[src/rtl/dqp_pkg.sv]
package dqp_pkg;

  // Packet geometry
  localparam int MAX_PACKET_BYTES = 512;
  localparam int HEADER_BYTES     = 12;
  localparam int MIN_PACKET_BYTES = 17;
  localparam int TAIL_BYTES       = 4;

  // Byte position counter saturates at its all-ones value
  localparam int          POS_W     = 10;
  localparam int          LEN_W     = POS_W + 1;
  localparam logic [POS_W-1:0] POS_LIMIT = '1;

  localparam logic [7:0] DOT_CHAR = 8'h2E;

  // Result queue geometry
  localparam int QDEPTH = 4;
  localparam int QPTR_W = 2;
  localparam int QCNT_W = 3;

  typedef enum logic [2:0] {
    PH_HEADER,
    PH_LENGTH,
    PH_LABEL,
    PH_TYPE_HI,
    PH_TYPE_LO,
    PH_TAIL
  } phase_t;

  typedef struct packed {
    logic        kind;
    logic [7:0]  name_char;
    logic [15:0] query_type;
    logic        query_valid;
    logic        last;
  } dqp_result_t;

  // Which of the two result slots a transaction fills
  typedef struct packed {
    logic char_vld;
    logic sum_vld;
  } dqp_push_t;

endpackage

[src/rtl/dqp_parser.sv]
module dqp_parser import dqp_pkg::*; (
  input  logic        clk,
  input  logic        rst_n,
  input  logic        accept,
  input  logic [7:0]  packet_byte,
  input  logic        end_of_packet,
  output dqp_push_t   push,
  output dqp_result_t char_res,
  output dqp_result_t sum_res
);

  logic [POS_W-1:0] pos_r, pos_nxt;
  phase_t           phase_r, phase_nxt;
  logic [7:0]       left_r, left_nxt;
  logic             started_r, started_nxt;
  logic [POS_W-1:0] name_end_r, name_end_nxt;
  logic [7:0]       type_hi_r, type_hi_nxt;
  logic [7:0]       type_lo_r, type_lo_nxt;
  logic             too_long_r, too_long_nxt;

  // Values after this byte's update, before the end-of-packet clear
  phase_t           phase_upd;
  logic [7:0]       left_upd;
  logic             started_upd;
  logic [POS_W-1:0] name_end_upd;
  logic [7:0]       type_hi_upd;
  logic [7:0]       type_lo_upd;
  logic             too_long_upd;
  logic             char_emit;
  logic [7:0]       char_val;

  logic             in_range;
  logic [LEN_W-1:0] len;
  logic [7:0]       left_dec;
  logic             len_ok;
  logic             phase_ok;
  logic             tail_ok;
  logic             pkt_ok;

  assign in_range = {1'b0, pos_r} < LEN_W'(MAX_PACKET_BYTES);
  assign len      = {1'b0, pos_r} + LEN_W'(1);
  assign left_dec = left_r - 8'd1;

  // Next state: walk header, labels and type bytes
  always_comb begin
    phase_upd    = phase_r;
    left_upd     = left_r;
    started_upd  = started_r;
    name_end_upd = name_end_r;
    type_hi_upd  = type_hi_r;
    type_lo_upd  = type_lo_r;
    too_long_upd = too_long_r |
                   ({1'b0, pos_r} >= LEN_W'(MAX_PACKET_BYTES - 1));
    char_emit    = 1'b0;
    char_val     = 8'h00;
    if (in_range) begin
      unique case (phase_r)
        PH_HEADER: begin
          if (pos_r >= POS_W'(HEADER_BYTES - 1)) phase_upd = PH_LENGTH;
        end
        PH_LENGTH: begin
          if (packet_byte == 8'h00) begin
            name_end_upd = (pos_r == POS_LIMIT) ? POS_LIMIT : pos_r + POS_W'(1);
            phase_upd    = PH_TYPE_HI;
          end else begin
            char_emit   = started_r;
            char_val    = DOT_CHAR;
            started_upd = 1'b1;
            left_upd    = packet_byte;
            phase_upd   = PH_LABEL;
          end
        end
        PH_LABEL: begin
          char_emit = 1'b1;
          char_val  = packet_byte;
          left_upd  = left_dec;
          if (left_dec == 8'h00) phase_upd = PH_LENGTH;
        end
        PH_TYPE_HI: begin
          type_hi_upd = packet_byte;
          phase_upd   = PH_TYPE_LO;
        end
        PH_TYPE_LO: begin
          type_lo_upd = packet_byte;
          phase_upd   = PH_TAIL;
        end
        default: begin
        end
      endcase
    end
  end

  // Summary checks on the updated state
  assign len_ok   = (len >= LEN_W'(MIN_PACKET_BYTES)) && (len < LEN_W'(MAX_PACKET_BYTES));
  assign phase_ok = (phase_upd == PH_TYPE_HI) || (phase_upd == PH_TYPE_LO) ||
                    (phase_upd == PH_TAIL);
  assign tail_ok  = ({2'b00, name_end_upd} + (LEN_W + 1)'(TAIL_BYTES)) <= {1'b0, len};
  assign pkt_ok   = !too_long_upd && len_ok && phase_ok && tail_ok;

  // Register updates: clear everything after the closing byte
  always_comb begin
    pos_nxt = (pos_r == POS_LIMIT) ? pos_r : pos_r + POS_W'(1);
    if (end_of_packet) begin
      pos_nxt      = '0;
      phase_nxt    = PH_HEADER;
      left_nxt     = '0;
      started_nxt  = 1'b0;
      name_end_nxt = '0;
      type_hi_nxt  = '0;
      type_lo_nxt  = '0;
      too_long_nxt = 1'b0;
    end else begin
      phase_nxt    = phase_upd;
      left_nxt     = left_upd;
      started_nxt  = started_upd;
      name_end_nxt = name_end_upd;
      type_hi_nxt  = type_hi_upd;
      type_lo_nxt  = type_lo_upd;
      too_long_nxt = too_long_upd;
    end
  end

  // Result outputs
  always_comb begin
    push.char_vld         = accept && char_emit;
    push.sum_vld          = accept && end_of_packet;
    char_res              = '0;
    char_res.name_char    = char_val;
    sum_res               = '0;
    sum_res.kind          = 1'b1;
    sum_res.query_valid   = pkt_ok;
    sum_res.last          = 1'b1;
    sum_res.query_type    = pkt_ok ? {type_hi_upd, type_lo_upd} : 16'h0000;
  end

  always_ff @(posedge clk) begin
    if (!rst_n) begin
      pos_r      <= '0;
      phase_r    <= PH_HEADER;
      left_r     <= '0;
      started_r  <= 1'b0;
      name_end_r <= '0;
      type_hi_r  <= '0;
      type_lo_r  <= '0;
      too_long_r <= 1'b0;
    end else if (accept) begin
      pos_r      <= pos_nxt;
      phase_r    <= phase_nxt;
      left_r     <= left_nxt;
      started_r  <= started_nxt;
      name_end_r <= name_end_nxt;
      type_hi_r  <= type_hi_nxt;
      type_lo_r  <= type_lo_nxt;
      too_long_r <= too_long_nxt;
    end
  end

endmodule

[src/rtl/dqp_out_fifo.sv]
module dqp_out_fifo import dqp_pkg::*; (
  input  logic              clk,
  input  logic              rst_n,
  input  dqp_push_t         push,
  input  dqp_result_t       char_res,
  input  dqp_result_t       sum_res,
  input  logic              pop,
  output logic              not_empty,
  output logic              room_for_two,
  output logic [QCNT_W-1:0] level,
  output dqp_result_t       head
);

  dqp_result_t       mem [QDEPTH];
  logic [QPTR_W-1:0] wr_ptr_r, wr_ptr_nxt;
  logic [QPTR_W-1:0] rd_ptr_r, rd_ptr_nxt;
  logic [QCNT_W-1:0] cnt_r, cnt_nxt;
  logic [QPTR_W-1:0] sum_addr;
  logic              do_pop;

  assign not_empty    = cnt_r != '0;
  assign room_for_two = cnt_r <= QCNT_W'(QDEPTH - 2);
  assign level        = cnt_r;
  assign head         = mem[rd_ptr_r];
  assign do_pop       = pop && not_empty;

  // Summary lands after the character when both arrive together
  assign sum_addr = push.char_vld ? wr_ptr_r + QPTR_W'(1) : wr_ptr_r;

  // Pointer and occupancy update
  always_comb begin
    wr_ptr_nxt = wr_ptr_r + QPTR_W'(push.char_vld) + QPTR_W'(push.sum_vld);
    rd_ptr_nxt = rd_ptr_r + QPTR_W'(do_pop);
    cnt_nxt    = cnt_r + QCNT_W'(push.char_vld) + QCNT_W'(push.sum_vld) -
                 QCNT_W'(do_pop);
  end

  always_ff @(posedge clk) begin
    if (push.char_vld) mem[wr_ptr_r] <= char_res;
    if (push.sum_vld)  mem[sum_addr] <= sum_res;
  end

  always_ff @(posedge clk) begin
    if (!rst_n) begin
      wr_ptr_r <= '0;
      rd_ptr_r <= '0;
      cnt_r    <= '0;
    end else begin
      wr_ptr_r <= wr_ptr_nxt;
      rd_ptr_r <= rd_ptr_nxt;
      cnt_r    <= cnt_nxt;
    end
  end

endmodule

[src/rtl/dns_question_parser.sv]
// Results are written into a result queue and show on out_ in order from its head.
// Throughput: one byte per cycle while in_stall is low; a byte yields at most two results
//   (character and summary), held in a four-entry result queue; in_stall rises while it holds three or more.
// Reset: synchronous, active low; clears the parse state and empties the result queue.
// The parse state returns to its reset value after every end-of-packet byte.
module dns_question_parser import dqp_pkg::*; (
  input  logic        clk,
  input  logic        rst_n,
  input  logic        in_valid,
  output logic        in_stall,
  input  logic [7:0]  in_packet_byte,
  input  logic        in_end_of_packet,
  output logic        out_valid,
  input  logic        out_stall,
  output logic        out_kind,
  output logic [7:0]  out_name_char,
  output logic [15:0] out_query_type,
  output logic        out_query_valid,
  output logic        out_last
);

  logic              in_accept;
  logic              room_for_two;
  logic [QCNT_W-1:0] q_level;
  dqp_push_t         push;
  dqp_result_t       char_res;
  dqp_result_t       sum_res;
  dqp_result_t       head;

  // Take a transaction only when the queue can absorb two results
  assign in_stall  = !room_for_two;
  assign in_accept = in_valid && !in_stall;

  dqp_parser u_parser (
    .clk           (clk),
    .rst_n         (rst_n),
    .accept        (in_accept),
    .packet_byte   (in_packet_byte),
    .end_of_packet (in_end_of_packet),
    .push          (push),
    .char_res      (char_res),
    .sum_res       (sum_res)
  );

  dqp_out_fifo u_out_fifo (
    .clk          (clk),
    .rst_n        (rst_n),
    .push         (push),
    .char_res     (char_res),
    .sum_res      (sum_res),
    .pop          (!out_stall),
    .not_empty    (out_valid),
    .room_for_two (room_for_two),
    .level        (q_level),
    .head         (head)
  );

  assign out_kind        = head.kind;
  assign out_name_char   = head.name_char;
  assign out_query_type  = head.query_type;
  assign out_query_valid = head.query_valid;
  assign out_last        = head.last;

`ifndef SYNTHESIS
  a_level_bound: assert property (@(posedge clk) disable iff (!rst_n)
    q_level <= QCNT_W'(QDEPTH))
    else $error("result queue overflow");

  a_eop_summary: assert property (@(posedge clk) disable iff (!rst_n)
    in_accept && in_end_of_packet |=> out_valid)
    else $error("no result queued after end of packet");

  a_reset_empty: assert property (@(posedge clk)
    !rst_n |=> !out_valid)
    else $error("result queue not empty after reset");
`endif

endmodule
[config.mk]
export PLATFORM = sky130hd
export DESIGN_NAME = dns_question_parser
export DESIGN_NICKNAME = d
export VERILOG_FILES = /design/src/rtl/dqp_pkg.sv /design/src/rtl/dqp_parser.sv /design/src/rtl/dqp_out_fifo.sv /design/src/rtl/dns_question_parser.sv
export SDC_FILE = /design/constraint.sdc
export NUM_CORES = 1
export LEC_CHECK = 0
export BUFFER_PORTS_ARGS = -buffer_cell sky130_fd_sc_hd__buf_2
export CAP_MARGIN = 40
export CORE_UTILIZATION = 65
export CTS_BUF_LIST = sky130_fd_sc_hd__clkbuf_8
export DETAILED_ROUTE_END_ITERATION = 16
export MAX_ROUTING_LAYER = met4
export PLACE_DENSITY = 0.84
export SLEW_MARGIN = 25
export SYNTH_ARGS = -nofsm -noshare
export SYNTH_HDL_FRONTEND = slang
export SYNTH_SLANG_ARGS = --single-unit
[constraint.sdc]
create_clock -name clk -period 8 [get_ports clk]
set_input_delay 0.8 -clock clk [delete_from_list [all_inputs] [get_ports clk]]
set_output_delay 0.8 -clock clk [all_outputs]
set_load 0.005 [all_outputs]
# Yosys cells after proc, flatten, opt, wreduce, memory -nomap -nowiden
# Memories as Yosys holds them, arrays and structs flattened. A register that Yosys moved wholly into a read port is not among the register bits.
# Index checks and enable logic that the tools add are counted.
[word_totals]
ram_bits = 108
word_cells = 106
output_inout_bits = 29
mem_count = 1
reg_bits = 56
[memory_table]
columns = ["name", "words", "word_bits", "read_ports", "rd_clocked_by_memory_dff", "wr", "line_no", "text"]
rows = [
  ["u_out_fifo.mem", 4, 27, 1, 1, 2, "dqp_out_fifo.sv:14", "dqp_result_t mem [QDEPTH];"],
]
[classes]
n_addsub = 11
bitwise_logic = 1
reduce_logical = 23
n_eq_ne = 11
magnitude_cmp = 7
mux = 41
[op_table]
columns = ["operator", "n"]
rows = [
  ["2-to-1 mux 8 bit", 10],
  ["2-to-1 mux 10 bit", 7],
  ["case mux 8 bit (2 select lines)", 2],
  ["logical NOT 8 bit", 2],
  ["2-to-1 mux 16 bit", 1],
  ["case mux 3 bit (5 select lines)", 1],
  ["<= comparator 12 x 11 -> 1 bit", 1],
  ["2-to-1 mux 1 bit", 12],
  ["2-to-1 mux 3 bit", 4],
  ["adder 10 x 1 -> 11 bit (second input constant)", 1],
  ["adder 10 x 3 -> 11 bit (second input constant)", 1],
  ["greater-or-equal comparator 11 x 5 -> 1 bit (second input constant)", 1],
  ["less-than comparator 11 x 10 -> 1 bit (second input constant)", 1],
  ["adder 10 x 1 -> 10 bit (second input constant)", 1],
  ["equality test 10 bit (second input constant)", 1],
  ["greater-or-equal comparator 10 x 4 -> 1 bit (second input constant)", 1],
  ["greater-or-equal comparator 10 x 9 -> 1 bit (second input constant)", 1],
  ["less-than comparator 10 bit (second input constant)", 1],
  ["equality test 3 x 2 -> 1 bit (second input constant)", 3],
  ["equality test 3 bit (second input constant)", 3],
  ["logical AND 1 bit", 8],
  ["AND reduction 4 bit", 2],
  ["subtractor 8 x 1 -> 8 bit (second input constant)", 1],
  ["adder 2 x 1 -> 2 bit", 3],
  ["17 further kinds", 25],
]

# Longest topological paths before layout
[logic_depth]
depth_word = 11
mapped_depth = 19

# Cells and area by module
# From an unflattened synthesis, not the netlist that was laid out.
[unflattened]
cells_unflattened = 834
hier_area_um2 = 9854.5
[by_module_without_submodules]
columns = ["module", "cells_per_inst", "seq_area_each_um2", "instances", "area_each_um2"]
rows = [
  ["dqp_out_fifo", 316, 3383.2, 1, 5803.1],
  ["dqp_parser", 515, 980.9, 1, 4037.6],
  ["dns_question_parser", 3, 0.0, 1, 13.8],
]

# Worst setup path after synthesis
# No wires, ideal clock.
[synth_path]
path_kind = "input port to flip-flop"
start = "input port in_packet_byte[1]"
end = "memory u_out_fifo.mem[0][10] (netlist name), data pin"
setup_slack_ps = 3058
t_required_ps = 7712
arrival_ps = 4654
n_path_buf = 3
stages = 15
setup_ps = 288
cell_sequence = "nor4_1 > and3_1 > buf_2 > mux2_2 > a211oi_1 > nand4_1 > xor2_1 > ha_1 > nand3_1 > a211o_1 > a31o_2 > o211ai_1 > clkbuf_1 > clkbuf_1 > a2111oi_2"
[synth_rtl]
columns = ["element", "line_no", "text"]
rows = [
  ["start: declaration", "dns_question_parser.sv:11", "input logic [7:0] in_packet_byte,"],
  ["end: declaration", "dqp_out_fifo.sv:14", ""],
]

==> run_results.csv <==
group,metric,value,unit
clock_tree,cts_root_buffer,"clkbuf_8",
floorplan,core_area,13200,sq um
power,vdd.ir_drop.worst,0.266,mV
clock_tree,htreeDepth,4,
critical_path,critical-path-slowest-cell,"nor4_1",
synthesis,synthFlopType,"dfxtp_1",
critical_path,path_cells,"buf_2, nor4_1, and3_1, mux2_2, a211oi_1, nand4_1, xor2_1, ha_1, nand3_1, a211o_1, a31o_2, o211ai_1, buf_4, a2111oi_1",
synthesis,syn_area,8750,sq um
floorplan,rows,42,
finish,final_cell_mix,"dfxtp_1, nand2_1, edfxtp_1, nor2_1, a21oi_1",
outcome,run_status,"complete, no violations",
critical_path,crit_path_end_kind,"register",
power,power.density,209,nW/um^2
hold_path,min-delay-path-class,"reg -> reg",
finish,n_fill_cell,940,
finish,area_delta_synth_final,8.04,%
timing,fin_tns_setup,0,ns
power,power.leakage,2.90,nW
timing,rsz0062_at_grt,"no",
critical_path,worstPathMaxFanout,68,
placement,gp_congestion,0.923,
placement,io_buffers,41,
power,p_switching,0.572,mW
drt,wl_per_cell,20.3,microns
clock_tree,ctsHoldBuffers,0,
hold_path,hold_path_depth,2,
finish,design.final.nets,882,
timing,maxSlewViolCount,0,
job,drv_cap,0,
timing,slew_headroom,0.421,
timing,skew,0.0127,ns
clock_tree,cts_resized,0,
synthesis,synthTopCellsByArea,"edfxtp_1, dfxtp_1, mux4_2",
finish,layout_commonest_cell,"dfxtp_1",
synthesis,synth_fa_ha_area_frac,0.0412,
floorplan,dieHeight,118,microns
finish,seqCellArea,3880,sq um
timing,hold_violations,0,
synthesis,post-synth-top-area-fraction,0.233,
finish,drive_above_1_share,0.165,
drt,drc,0,
timing,period_needed,5.06,ns
placement,dp_hpwl,13500,microns
synthesis,synth_xor_area_frac,0.0210,
global_routing,antenna_found_initial,0,
finish,multi_input_comb_area,4480,sq um
clock_tree,insertion_delay,0.46,ns
synthesis,ys_types,68,
global_routing,track_usage,0.317,
clock_tree,clock_sink_count,160,
clock_tree,cts_tree,"built",
drt,viasPerCell,6.74,
global_routing,grt_pass1_vias,6719,
clock_tree,cts_buffers,17,
drt,final_antenna_net_count,0,
critical_path,worst_setup_path_start_kind,"input port",
drt,num_vias,6952,
power,p_total,1.97,mW
floorplan,start_util,0.663,
synthesis,synth-compound-area-share,0.194,
clock_tree,cts.path.max_buffers,2,
clock_tree,post_cts_buffers,0,
floorplan,pin_count,42,
synthesis,syn_area_per_cell,10.4,sq um
timing,max_clock_freq,198,MHz
power,p_sw_frac,0.290,
synthesis,synth_fp_nets,884,
drt,drtIter0Drc,675,
power,p_int,1.40,mW
synthesis,synth_edf_count,68,
clock_tree,clk_pin_slew,0.09,ns
floorplan,die-width,118,microns
synthesis,synth_top_family_by_area,"compound AO/OA/AOI/OAI gates",
synthesis,async_flop_share,0,
global_routing,grt_first_pass_wirelength,33600,microns
synthesis,synthMuxAreaShare,0.0925,
critical_path,crit_type,"in -> reg",
power,clock_power_share,0.335,
synthesis,yosysSeqAreaShare,0.444,
drt,first_pass_iters,6,
synthesis,synthCells,844,
critical_path,arrival,5.22,ns
power,p_comb_frac,0.196,
synthesis,ys_ff_latch,160,
timing,post-route-period-util,0.632,
synthesis,synth-simple-area-share,0.161,
finish,insertedDiodeCount,0,
synthesis,yosys.area.top_type,"edfxtp_1",
global_routing,grt_max_degree,69,
critical_path,critical_path_required,8.17,ns
floorplan,die-area,13900,sq um
timing,worstMarginPinSlew,0.867,ns
critical_path,r2r_cells,14,
drt,wirelength,20900,microns
global_routing,overflow,0,
power,power_frac_seq,0.469,
critical_path,cpPeakStageDelay,0.74,ns
timing,setup_viol,0,
synthesis,yosysWarningCount,0,
power groups by stage:
stage	clock [mW]	combinational, mW	sequential, mW
floorplan	0	0.286	0.913
detailed placement	0	0.383	0.946
global placement	0	0.348	0.952
global route	0.698	0.421	0.932
CTS	0.666	0.385	0.927
finish	0.662	0.386	0.926
sequential cells by signal (all words and copies together), names as in the netlist:
| signal | flops |
|---|---|
| u_out_fifo.level | 3 |
| u_out_fifo.mem | 104 |
| u_out_fifo.rd_ptr_r | 2 |
| u_out_fifo.wr_ptr_r | 2 |
| u_parser.left_r | 8 |
| u_parser.name_end_r | 10 |
| u_parser.phase_r | 3 |
| u_parser.pos_r | 10 |
| u_parser.started_r | 1 |
| u_parser.too_long_r | 1 |
| u_parser.type_hi_r | 8 |
| u_parser.type_lo_r | 8 |
layout make-up:
cell class / count / share of cell area
sequential: 160 / 0.411
tap: 176 / 0.0233
clock inverter: 15 / 0.0218
multi-input combinational: 588 / 0.474
inverter: 21 / 0.00834
clock buffer: 17 / 0.0248
timing repair buffer: 54 / 0.0363
worst max-delay path: cells and delay by family:
family	cells	cell delay, ns
buf+inv	2	0.83
compound gates	5	1.18
fa+ha+maj	1	0.31
xor+xnor	1	0.18
mux	1	0.43
simple gates	4	1.48
final timing paths:
kind / from / to / slack [ns]
setup / recovery: in_packet_byte[4] / u_out_fifo.mem[3][16] / 2.94
hold reg to reg: u_out_fifo.mem[2][0] / u_out_fifo.mem[2][0] / 0.45
setup reg to reg: u_parser.pos_r[9] / u_out_fifo.mem[3][16] / 3.03
hold / removal: u_out_fifo.mem[2][0] / u_out_fifo.mem[2][0] / 0.45
per-stage QoR:
stage | setup slack (ns) | instances | area, sq um | util | hold WS, ns
2_1_floorplan | 3.06 | 844 | 8750 | - | 0.418
3_3_place_gp | 2.82 | 991 | 8900 | 0.675 | 0.431
3_5_place_dp | 2.59 | 993 | 8950 | 0.678 | 0.440
4_1_cts | 2.88 | 1025 | 9390 | 0.712 | 0.449
5_1_grt | 2.73 | 1031 | 9450 | 0.717 | 0.464
6_report | 2.94 | 1031 | 9450 | 0.717 | 0.449
kinds of logic after synthesis:
kind of cell	count (synthesis)
flip-flops	160
AND/OR/NAND/NOR	278
buffers and inverters	96
AO/OA/AOI/OAI	214
adder cells (fa/ha/maj)	27
multiplexers	48
XOR/XNOR	21
synthesized netlist by cell type (20+ instances only):
| library cell | n |
|---|---|
| clkbuf_1 | 50 |
| ha_1 | 24 |
| and2_1 | 20 |
| nor2b_1 | 36 |
| a21oi_1 | 53 |
| nor2_1 | 55 |
| nor3_1 | 31 |
| inv_1 | 21 |
| dfxtp_1 | 92 |
| nand2_1 | 77 |
| a2111oi_1 | 48 |
| a211oi_1 | 24 |
| edfxtp_1 | 68 |
| mux4_2 | 26 |
routing by layer:
metal | part of all wire | GRT usage | vias to the layer above
li1 | - | - | 3187
met1 | 0.42 | 0.399 | 3389
met2 | 0.49 | 0.499 | 322
met3 | 0.063 | 0.0669 | 54
met4 | 0.023 | 0.130 | 0
met5 | 0 | - | -
Power figures use the tool's default switching activity.
